<file path="src/rtl/jbr_pkg.sv">
`default_nettype none

package jbr_pkg;

  localparam int CFG_ADDR_W = 3;
  localparam int CFG_DATA_W = 16;
  localparam int THR_W      = 12;
  localparam int VAL_W      = 16;
  localparam int WIDE_W     = 16;

  // shared multiplier: DIV_W-bit by RCP_W-bit operands
  localparam int DIV_W  = 26;
  localparam int RCP_W  = 27;
  localparam int PROD_W = DIV_W + RCP_W;

  localparam int                MILLE_W   = 10;
  localparam logic [MILLE_W-1:0] MILLE    = 10'd1000;
  localparam logic [DIV_W-1:0]   CEIL_BIAS = 26'd999;
  localparam logic [VAL_W-1:0]   VAL_MAX   = 16'hFFFF;

  // ceil(2^36 / 1000): exact floor division by 1000 for any DIV_W-bit value
  localparam int                 MILLE_SHIFT = 36;
  localparam logic [RCP_W-1:0]   MILLE_RCP   = 27'd68719477;

  typedef enum logic [1:0] {
    MODE_WATCH = 2'd0,
    MODE_PRESS = 2'd1,
    MODE_WAIT  = 2'd2
  } mode_t;

  typedef enum logic [CFG_ADDR_W-1:0] {
    REG_LEFT_ABOVE  = 3'd0,
    REG_RIGHT_BELOW = 3'd1,
    REG_PRESS_MS    = 3'd2,
    REG_REPEAT_MIN  = 3'd3,
    REG_REPEAT_MAX  = 3'd4
  } cfg_idx_t;

  typedef enum logic [3:0] {
    ST_IDLE,
    ST_EVAL,
    ST_MUL1,
    ST_DIV1,
    ST_MUL2,
    ST_BIAS,
    ST_DIV2,
    ST_UPDATE,
    ST_DONE
  } seq_t;

  typedef struct packed {
    logic [THR_W-1:0] left_above;
    logic [THR_W-1:0] right_below;
    logic [VAL_W-1:0] press_ms;
    logic [VAL_W-1:0] repeat_min_ms;
    logic [VAL_W-1:0] repeat_max_ms;
  } cfg_t;

endpackage

`default_nettype wire

</file>
<file path="src/rtl/jbr_if.sv">
`default_nettype none

interface jbr_in_if #(
  parameter int SAMPLE_BITS = 12
) ();
  logic                   valid;
  logic                   ready;
  logic [SAMPLE_BITS-1:0] sample;

  modport source (output valid, output sample, input ready);
  modport sink   (input valid, input sample, output ready);
endinterface

interface jbr_out_if ();
  logic       valid;
  logic       ready;
  logic       left_press;
  logic       right_press;
  logic [1:0] phase;

  modport source (output valid, output left_press, output right_press, output phase,
                  input ready);
  modport sink   (input valid, input left_press, input right_press, input phase,
                  output ready);
endinterface

`default_nettype wire

</file>
<file path="src/rtl/jbr_cfg.sv">
`default_nettype none

module jbr_cfg
  import jbr_pkg::*;
(
  input  wire logic                  clk,
  input  wire logic                  rst,
  input  wire logic                  we,
  input  wire logic [CFG_ADDR_W-1:0] addr,
  input  wire logic [CFG_DATA_W-1:0] wdata,
  output cfg_t                       cfg
);

  always_ff @(posedge clk) begin
    if (rst) begin
      cfg.left_above    <= 12'd2457;
      cfg.right_below   <= 12'd1638;
      cfg.press_ms      <= 16'd50;
      cfg.repeat_min_ms <= 16'd100;
      cfg.repeat_max_ms <= 16'd500;
    end else if (we) begin
      unique case (addr)
        REG_LEFT_ABOVE:  cfg.left_above    <= wdata[THR_W-1:0];
        REG_RIGHT_BELOW: cfg.right_below   <= wdata[THR_W-1:0];
        REG_PRESS_MS:    cfg.press_ms      <= wdata[VAL_W-1:0];
        REG_REPEAT_MIN:  cfg.repeat_min_ms <= wdata[VAL_W-1:0];
        REG_REPEAT_MAX:  cfg.repeat_max_ms <= wdata[VAL_W-1:0];
        default: ;
      endcase
    end
  end

endmodule

`default_nettype wire

</file>
<file path="src/rtl/jbr_div.sv">
`default_nettype none

module jbr_div
  import jbr_pkg::*;
(
  input  wire logic              clk,
  input  wire logic              start,
  input  wire logic [DIV_W-1:0]  a,
  input  wire logic [RCP_W-1:0]  b,
  output logic [PROD_W-1:0]      prod
);

  // shared multiplier; a divide by a constant is a multiply by its rounded-up
  // reciprocal, the quotient being an upper slice of the product
  always_ff @(posedge clk) begin
    if (start) prod <= PROD_W'(a) * PROD_W'(b);
  end

endmodule

`default_nettype wire

</file>
<file path="src/rtl/joystick_to_button_repeater.sv">
// Joystick-to-button repeater.
// samples: one beat per 1 ms tick carrying a joystick converter reading.
// buttons: one beat per accepted sample with left_press, right_press and
//   phase (0 watching, 1 pressing, 2 waiting), showing the state after it.
// cfg_we/cfg_addr/cfg_wdata: register writes (0 left_above, 1 right_below,
//   2 press_ms, 3 repeat_min_ms, 4 repeat_max_ms); other indexes are dropped.
//   Write only while no sample is in flight.
// One sample at a time. A tick that needs no repeat time goes from the
// evaluation straight to the update. A waiting tick on the stored side computes
// the repeat time on one shared multiplier: two products and two constant
// divisions done as reciprocal multiplications, plus a rounding step, in the
// order product, division, product, rounding, division.
// samples.ready rises again once the result is in the output register, so a
// new sample is taken while the previous result waits; a stalled receiver
// holds that result and the next one waits in the sequencer until the
// register frees.
// Reset (rst, synchronous) restores the register defaults, returns to
// watching with no button pressed and empties the output register.
`default_nettype none

module joystick_to_button_repeater
  import jbr_pkg::*;
#(
  parameter int SAMPLE_BITS = 12
) (
  input  wire logic                  clk,
  input  wire logic                  rst,
  jbr_in_if.sink                     samples,
  jbr_out_if.source                  buttons,
  input  wire logic                  cfg_we,
  input  wire logic [CFG_ADDR_W-1:0] cfg_addr,
  input  wire logic [CFG_DATA_W-1:0] cfg_wdata
);

  localparam int FULL       = (1 << SAMPLE_BITS) - 1;
  // ceil(2^FULL_SHIFT / FULL): exact floor division by FULL for any
  // DIV_W-bit value
  localparam int FULL_SHIFT = DIV_W + SAMPLE_BITS;
  localparam longint unsigned FULL_RCP_L =
    ((64'd1 << FULL_SHIFT) + 64'(FULL) - 64'd1) / 64'(FULL);
  localparam logic [RCP_W-1:0] FULL_RCP = RCP_W'(FULL_RCP_L);

  cfg_t cfg;

  seq_t state, state_next;

  mode_t            mode, mode_next;
  logic             went_left, went_left_next;
  logic [VAL_W-1:0] elapsed, elapsed_next;

  logic [SAMPLE_BITS-1:0] s;
  logic [SAMPLE_BITS-1:0] mirror;
  logic [WIDE_W-1:0]      dist2;
  logic [WIDE_W-1:0]      s_wide;
  logic                   side;

  logic [PROD_W-1:0]  prod;
  logic [DIV_W-1:0]   mul_a;
  logic [RCP_W-1:0]   mul_b;
  logic               mul_en;
  logic [DIV_W-1:0]   num;
  logic               num_load;
  logic [MILLE_W-1:0] x;
  logic [VAL_W-1:0]   quo;

  logic              asc;
  logic [VAL_W-1:0]  span;
  logic [VAL_W-1:0]  rep;
  logic [VAL_W-1:0]  elapsed_inc;

  logic upd_en;
  logic out_load;

  logic       out_valid;
  logic       out_left;
  logic       out_right;
  logic [1:0] out_phase;

  jbr_cfg u_cfg (
    .clk   (clk),
    .rst   (rst),
    .we    (cfg_we),
    .addr  (cfg_addr),
    .wdata (cfg_wdata),
    .cfg   (cfg)
  );

  jbr_div u_div (
    .clk   (clk),
    .start (mul_en),
    .a     (mul_a),
    .b     (mul_b),
    .prod  (prod)
  );

  // FULL - |FULL - 2s| equals 2*min(s, FULL-s); FULL-s is ~s
  assign side   = s[SAMPLE_BITS-1];
  assign mirror = side ? ~s : s;
  assign dist2  = WIDE_W'({mirror[SAMPLE_BITS-2:0], 1'b0});
  assign s_wide = WIDE_W'(s);

  assign x   = prod[FULL_SHIFT +: MILLE_W];
  assign quo = prod[MILLE_SHIFT +: VAL_W];

  assign asc  = cfg.repeat_max_ms >= cfg.repeat_min_ms;
  assign span = asc ? cfg.repeat_max_ms - cfg.repeat_min_ms
                    : cfg.repeat_min_ms - cfg.repeat_max_ms;
  assign rep  = asc ? cfg.repeat_min_ms + quo
                    : cfg.repeat_min_ms - quo;

  assign elapsed_inc = (elapsed == VAL_MAX) ? VAL_MAX : elapsed + 1'b1;

  assign samples.ready = (state == ST_IDLE);

  // sequencer: next state
  always_comb begin
    state_next = state;
    unique case (state)
      ST_IDLE:   if (samples.valid) state_next = ST_EVAL;
      ST_EVAL:   state_next = (mode == MODE_WAIT && side == went_left) ? ST_MUL1 : ST_UPDATE;
      ST_MUL1:   state_next = ST_DIV1;
      ST_DIV1:   state_next = ST_MUL2;
      ST_MUL2:   state_next = ST_BIAS;
      ST_BIAS:   state_next = ST_DIV2;
      ST_DIV2:   state_next = ST_UPDATE;
      ST_UPDATE: state_next = ST_DONE;
      ST_DONE:   if (!out_valid || buttons.ready) state_next = ST_IDLE;
      default:   state_next = ST_IDLE;
    endcase
  end

  // sequencer: controls for the shared multiplier, the rounding register, the tick update and the output register
  always_comb begin
    mul_en   = 1'b0;
    mul_a    = DIV_W'(dist2);
    mul_b    = RCP_W'(MILLE);
    num_load = 1'b0;
    upd_en   = 1'b0;
    out_load = 1'b0;
    unique case (state)
      ST_MUL1: mul_en = 1'b1;
      ST_DIV1: begin
        mul_en = 1'b1;
        mul_a  = prod[DIV_W-1:0];
        mul_b  = FULL_RCP;
      end
      ST_MUL2: begin
        mul_en = 1'b1;
        mul_a  = DIV_W'(span);
        mul_b  = RCP_W'(x);
      end
      ST_BIAS: num_load = 1'b1;
      ST_DIV2: begin
        mul_en = 1'b1;
        mul_a  = num;
        mul_b  = MILLE_RCP;
      end
      ST_UPDATE: upd_en = 1'b1;
      ST_DONE: out_load = !out_valid || buttons.ready;
      default: ;
    endcase
  end

  // tick update
  always_comb begin
    mode_next      = mode;
    went_left_next = went_left;
    elapsed_next   = elapsed;
    unique case (mode)
      MODE_PRESS: begin
        elapsed_next = elapsed_inc;
        if (elapsed_inc >= cfg.press_ms) begin
          elapsed_next = '0;
          mode_next    = MODE_WAIT;
        end
      end
      MODE_WAIT: begin
        if (side != went_left) begin
          mode_next = MODE_WATCH;
        end else begin
          elapsed_next = elapsed_inc;
          if (elapsed_inc >= rep) mode_next = MODE_WATCH;
        end
      end
      default: begin
        mode_next = MODE_WATCH;
        if (s_wide > WIDE_W'(cfg.left_above)) begin
          went_left_next = 1'b1;
          elapsed_next   = '0;
          mode_next      = MODE_PRESS;
        end else if (s_wide < WIDE_W'(cfg.right_below)) begin
          went_left_next = 1'b0;
          elapsed_next   = '0;
          mode_next      = MODE_PRESS;
        end
      end
    endcase
  end

  always_ff @(posedge clk) begin
    if (rst) state <= ST_IDLE;
    else     state <= state_next;
  end

  always_ff @(posedge clk) begin
    if (samples.valid && samples.ready) s <= samples.sample;
    // round toward minus infinity when the wait shrinks below the minimum
    if (num_load) num <= asc ? prod[DIV_W-1:0] : prod[DIV_W-1:0] + CEIL_BIAS;
  end

  always_ff @(posedge clk) begin
    if (rst) begin
      mode      <= MODE_WATCH;
      went_left <= 1'b0;
      elapsed   <= '0;
    end else if (upd_en) begin
      mode      <= mode_next;
      went_left <= went_left_next;
      elapsed   <= elapsed_next;
    end
  end

  always_ff @(posedge clk) begin
    if (rst)               out_valid <= 1'b0;
    else if (out_load)     out_valid <= 1'b1;
    else if (buttons.ready) out_valid <= 1'b0;
  end

  always_ff @(posedge clk) begin
    if (out_load) begin
      out_left  <= (mode == MODE_PRESS) && went_left;
      out_right <= (mode == MODE_PRESS) && !went_left;
      out_phase <= mode;
    end
  end

  assign buttons.valid       = out_valid;
  assign buttons.left_press  = out_left;
  assign buttons.right_press = out_right;
  assign buttons.phase       = out_phase;

  a_hold_out: assert property (@(posedge clk) disable iff (rst)
    (buttons.valid && !buttons.ready) |=>
      (buttons.valid && $stable({buttons.left_press, buttons.right_press, buttons.phase})))
    else $error("result changed while stalled");

  a_one_button: assert property (@(posedge clk) disable iff (rst)
    buttons.valid |-> !(buttons.left_press && buttons.right_press))
    else $error("both buttons pressed");

  a_one_item: assert property (@(posedge clk) disable iff (rst)
    (samples.valid && samples.ready) |=> !samples.ready)
    else $error("second sample taken while one is in flight");

  a_load_done: assert property (@(posedge clk) disable iff (rst)
    out_load |-> (state == ST_DONE && state_next == ST_IDLE))
    else $error("result loaded outside the done step");

endmodule

`default_nettype wire
</file>
<file path="src/flat_wrapper.sv">
// flat-port wrapper written by rule: the top's interface ports become plain ports
module joystick_to_button_repeater_flat import jbr_pkg::*;
#(
  parameter int SAMPLE_BITS = 12
)
  (clk, rst, cfg_we, cfg_addr, cfg_wdata, samples_valid, samples_sample, samples_ready, buttons_valid, buttons_left_press, buttons_right_press, buttons_phase, buttons_ready);
  jbr_in_if #(.SAMPLE_BITS(SAMPLE_BITS)) samples_i ();
  jbr_out_if buttons_i ();
  input  wire logic clk;
  input  wire logic rst;
  input  wire logic cfg_we;
  input  wire logic [CFG_ADDR_W-1:0] cfg_addr;
  input  wire logic [CFG_DATA_W-1:0] cfg_wdata;
  input wire logic [$bits(samples_i.valid)-1:0] samples_valid;
  input wire logic [$bits(samples_i.sample)-1:0] samples_sample;
  output wire logic [$bits(samples_i.ready)-1:0] samples_ready;
  output wire logic [$bits(buttons_i.valid)-1:0] buttons_valid;
  output wire logic [$bits(buttons_i.left_press)-1:0] buttons_left_press;
  output wire logic [$bits(buttons_i.right_press)-1:0] buttons_right_press;
  output wire logic [$bits(buttons_i.phase)-1:0] buttons_phase;
  input wire logic [$bits(buttons_i.ready)-1:0] buttons_ready;
  assign samples_i.valid = samples_valid;
  assign samples_i.sample = samples_sample;
  assign samples_ready = samples_i.ready;
  assign buttons_valid = buttons_i.valid;
  assign buttons_left_press = buttons_i.left_press;
  assign buttons_right_press = buttons_i.right_press;
  assign buttons_phase = buttons_i.phase;
  assign buttons_i.ready = buttons_ready;
  joystick_to_button_repeater #(.SAMPLE_BITS(SAMPLE_BITS)) u_core (.clk(clk), .rst(rst), .samples(samples_i), .buttons(buttons_i), .cfg_we(cfg_we), .cfg_addr(cfg_addr), .cfg_wdata(cfg_wdata));
endmodule
</file>
<file path="config.mk">
export PLATFORM = sky130hd
export DESIGN_NAME = joystick_to_button_repeater_flat
export DESIGN_NICKNAME = d
export VERILOG_FILES = /design/src/rtl/jbr_pkg.sv /design/src/rtl/jbr_if.sv /design/src/rtl/jbr_cfg.sv /design/src/rtl/jbr_div.sv /design/src/rtl/joystick_to_button_repeater.sv /design/src/flat_wrapper.sv
export SDC_FILE = /design/constraint.sdc
export NUM_CORES = 2
export LEC_CHECK = 0
export BUFFER_PORTS_ARGS = -buffer_cell sky130_fd_sc_hd__buf_2
export CORE_UTILIZATION = 35
export DETAILED_ROUTE_END_ITERATION = 8
export HOLD_SLACK_MARGIN = 0.06
export SYNTH_ARGS = -nofsm -noshare
export SYNTH_HDL_FRONTEND = slang
export SYNTH_HIERARCHICAL = 1
export SYNTH_SLANG_ARGS = --single-unit
</file>
<file path="constraint.sdc">
create_clock -name clk -period 16.65 [get_ports clk]
set_clock_uncertainty 0.05 [all_clocks]
set_input_delay 1.665 -clock clk [delete_from_list [all_inputs] [get_ports clk]]
set_output_delay 1.665 -clock clk [all_outputs]
set_load 0.03 [all_outputs]
</file>
==> flow_summary.json <==
{
  "status": "completed",
  "portBuffers": 41,
  "fillers": 10100,
  "finalSetupViolCount": 0,
  "cts_buffers": 17,
  "place.gp.congestion": 0.9255,
  "multi_input_area_um2": 27120,
  "grt_max_degree": 109,
  "fmax_ghz": 0.1030,
  "worst_hold_slack_ns": 0.4222,
  "area_growth_pct": 6.917,
  "maxCapViolations": 0,
  "drc_errors": 0,
  "wire_per_inst_um": 18.49,
  "rows": 115,
  "cp_max_fo": 27,
  "wirelength_um": 95060,
  "min_path_type": "reg -> reg",
  "drive_gt1_frac": 0.04360,
  "reg2reg_depth": 32,
  "tightest_slew_ns": 1.132,
  "hold_start": "u_core/mode[0]",
  "crit_top_cell": "fa_1",
  "cts_max_level": 4,
  "r2r-start": "u_core/u_cfg/cfg[17]",
  "yosysWarnings": 6,
  "vias": 25470,
  "initial_core_util": 0.3531,
  "grtUsageTotal": 0.1957,
  "critPathMaxStageDelay_ns": 0.54,
  "worst-setup-path-type": "reg -> reg",
  "relSlewSlack": 0.2454,
  "post_cts_resized": 0,
  "netlist_instances": 3843,
  "grt.overflow.total": 0,
  "n_antenna_cell": 0,
  "die_w_um": 317.1,
  "clk_pin_slew_ns": 0.07,
  "drv_slew": 0,
  "required_ns": 16.86,
  "grt_pass1_vias": 26410,
  "cts_tree": "done",
  "grt_pass1_wl_um": 151900,
  "dr.pass1.iters": 9,
  "clock_latency_ns": 0.45,
  "first_iter_violations": 1632,
  "hold_viol": 0,
  "cts_hold_buf": 0,
  "ioPinCount": 42,
  "dp_hpwl_um": 72270,
  "antenna_left": 0,
  "slowest_stage": "fa_1",
  "cts-root-buf": "clkbuf_16",
  "rsz0062_at_grt": "no",
  "postCtsSetupBuffers": 0,
  "period_share": 0.5831,
  "syn-cell-area_um2": 34750,
  "clock_tree.buffer_depth": 2,
  "whs_path_depth": 0,
  "register_area_um2": 4444,
  "startpoint": "u_core/u_cfg/cfg[17]",
  "numClockSinks": 180,
  "antenna_found_initial": 7,
  "nets": 4775,
  "die_h_um": 317.1,
  "final.setup.tns_ns": 0,
  "syn_area_per_cell_um2": 9.042,
  "setup.worst_path.start_class": "flip-flop",
  "critPathCaptureType": "flip-flop",
  "fin_crit_ns": 9.709,
  "crit_arrival_ns": 9.92,
  "via_per_inst": 4.954,
  "core-area_um2": 98420,
  "fp.dieArea_um2": 100500
}
==> layout make-up <==
type,count,area share
Sequential cell,180,0.1196
Multi-Input combinational cell,2803,0.7301
Clock buffer,17,0.01145
Timing Repair Buffer,89,0.01522
Clock inverter,15,0.004614
Inverter,749,0.07567
Tap cell,1287,0.04334
==> critical path, delay by kind of cell, from the launching register on <==
family	cells	cell delay, ns
compound gates	10	2.32
buf+inv	6	1.02
flops	1	0.45
xor+xnor	1	0.10
simple gates	5	0.86
fa+ha+maj	9	4.33
mux	1	0.34
==> placed cells by master (no fill, tap or decap), types with 84 or more instances in the layout <==
cell type / n
nand2_1: 400
nand2b_1: 98
edfxtp_1: 84
dfxtp_1: 96
ha_1: 298
fa_1: 601
a21oi_1: 111
and2_1: 402
conb_1: 88
inv_1: 749
nor2_1: 117
==> metal layers <==
layer  GRT usage  routed length, um
met5           0                  0
met4     0.04328               1857
met3     0.02433               5052
met2      0.3213              44740
met1      0.2754              43410
==> sequential cells by signal (all words and copies together) (netlist names) <==
name	count
u_core/u_cfg/cfg	72
u_core/u_div/prod	42
u_core/num	26
u_core/elapsed	16
u_core/s	12
u_core/state	4
u_core/buttons.phase	2
u_core/mode	2
u_core/buttons.left_press	1
u_core/buttons.right_press	1
u_core/buttons.valid	1
u_core/went_left	1
==> per-stage QoR <==
stage               setup slack [ns]  std cells  instance area (um2)    util
finish                         6.941       5140                37150  0.3775
global route                   6.475       5140                37150  0.3775
CTS                            7.016       5140                37150  0.3775
detailed placement             7.070       5108                36560  0.3714
global placement               7.077       5108                36560  0.3714
floorplan                      7.960       3930                35070       -
==> path summary, 6_finish.rpt <==
| path | endpoint | slack (ns) |
|---|---|---|
| setup / recovery | u_core/u_div/prod[49] | 6.94 |
| hold / removal | u_core/buttons.phase[0] | 0.42 |
| setup reg to reg | u_core/u_div/prod[49] | 6.94 |
| hold reg to reg | u_core/buttons.phase[0] | 0.42 |
Power is not shown: default switching activity piles up to over one toggle a cycle in this logic, so the estimate is an artifact.
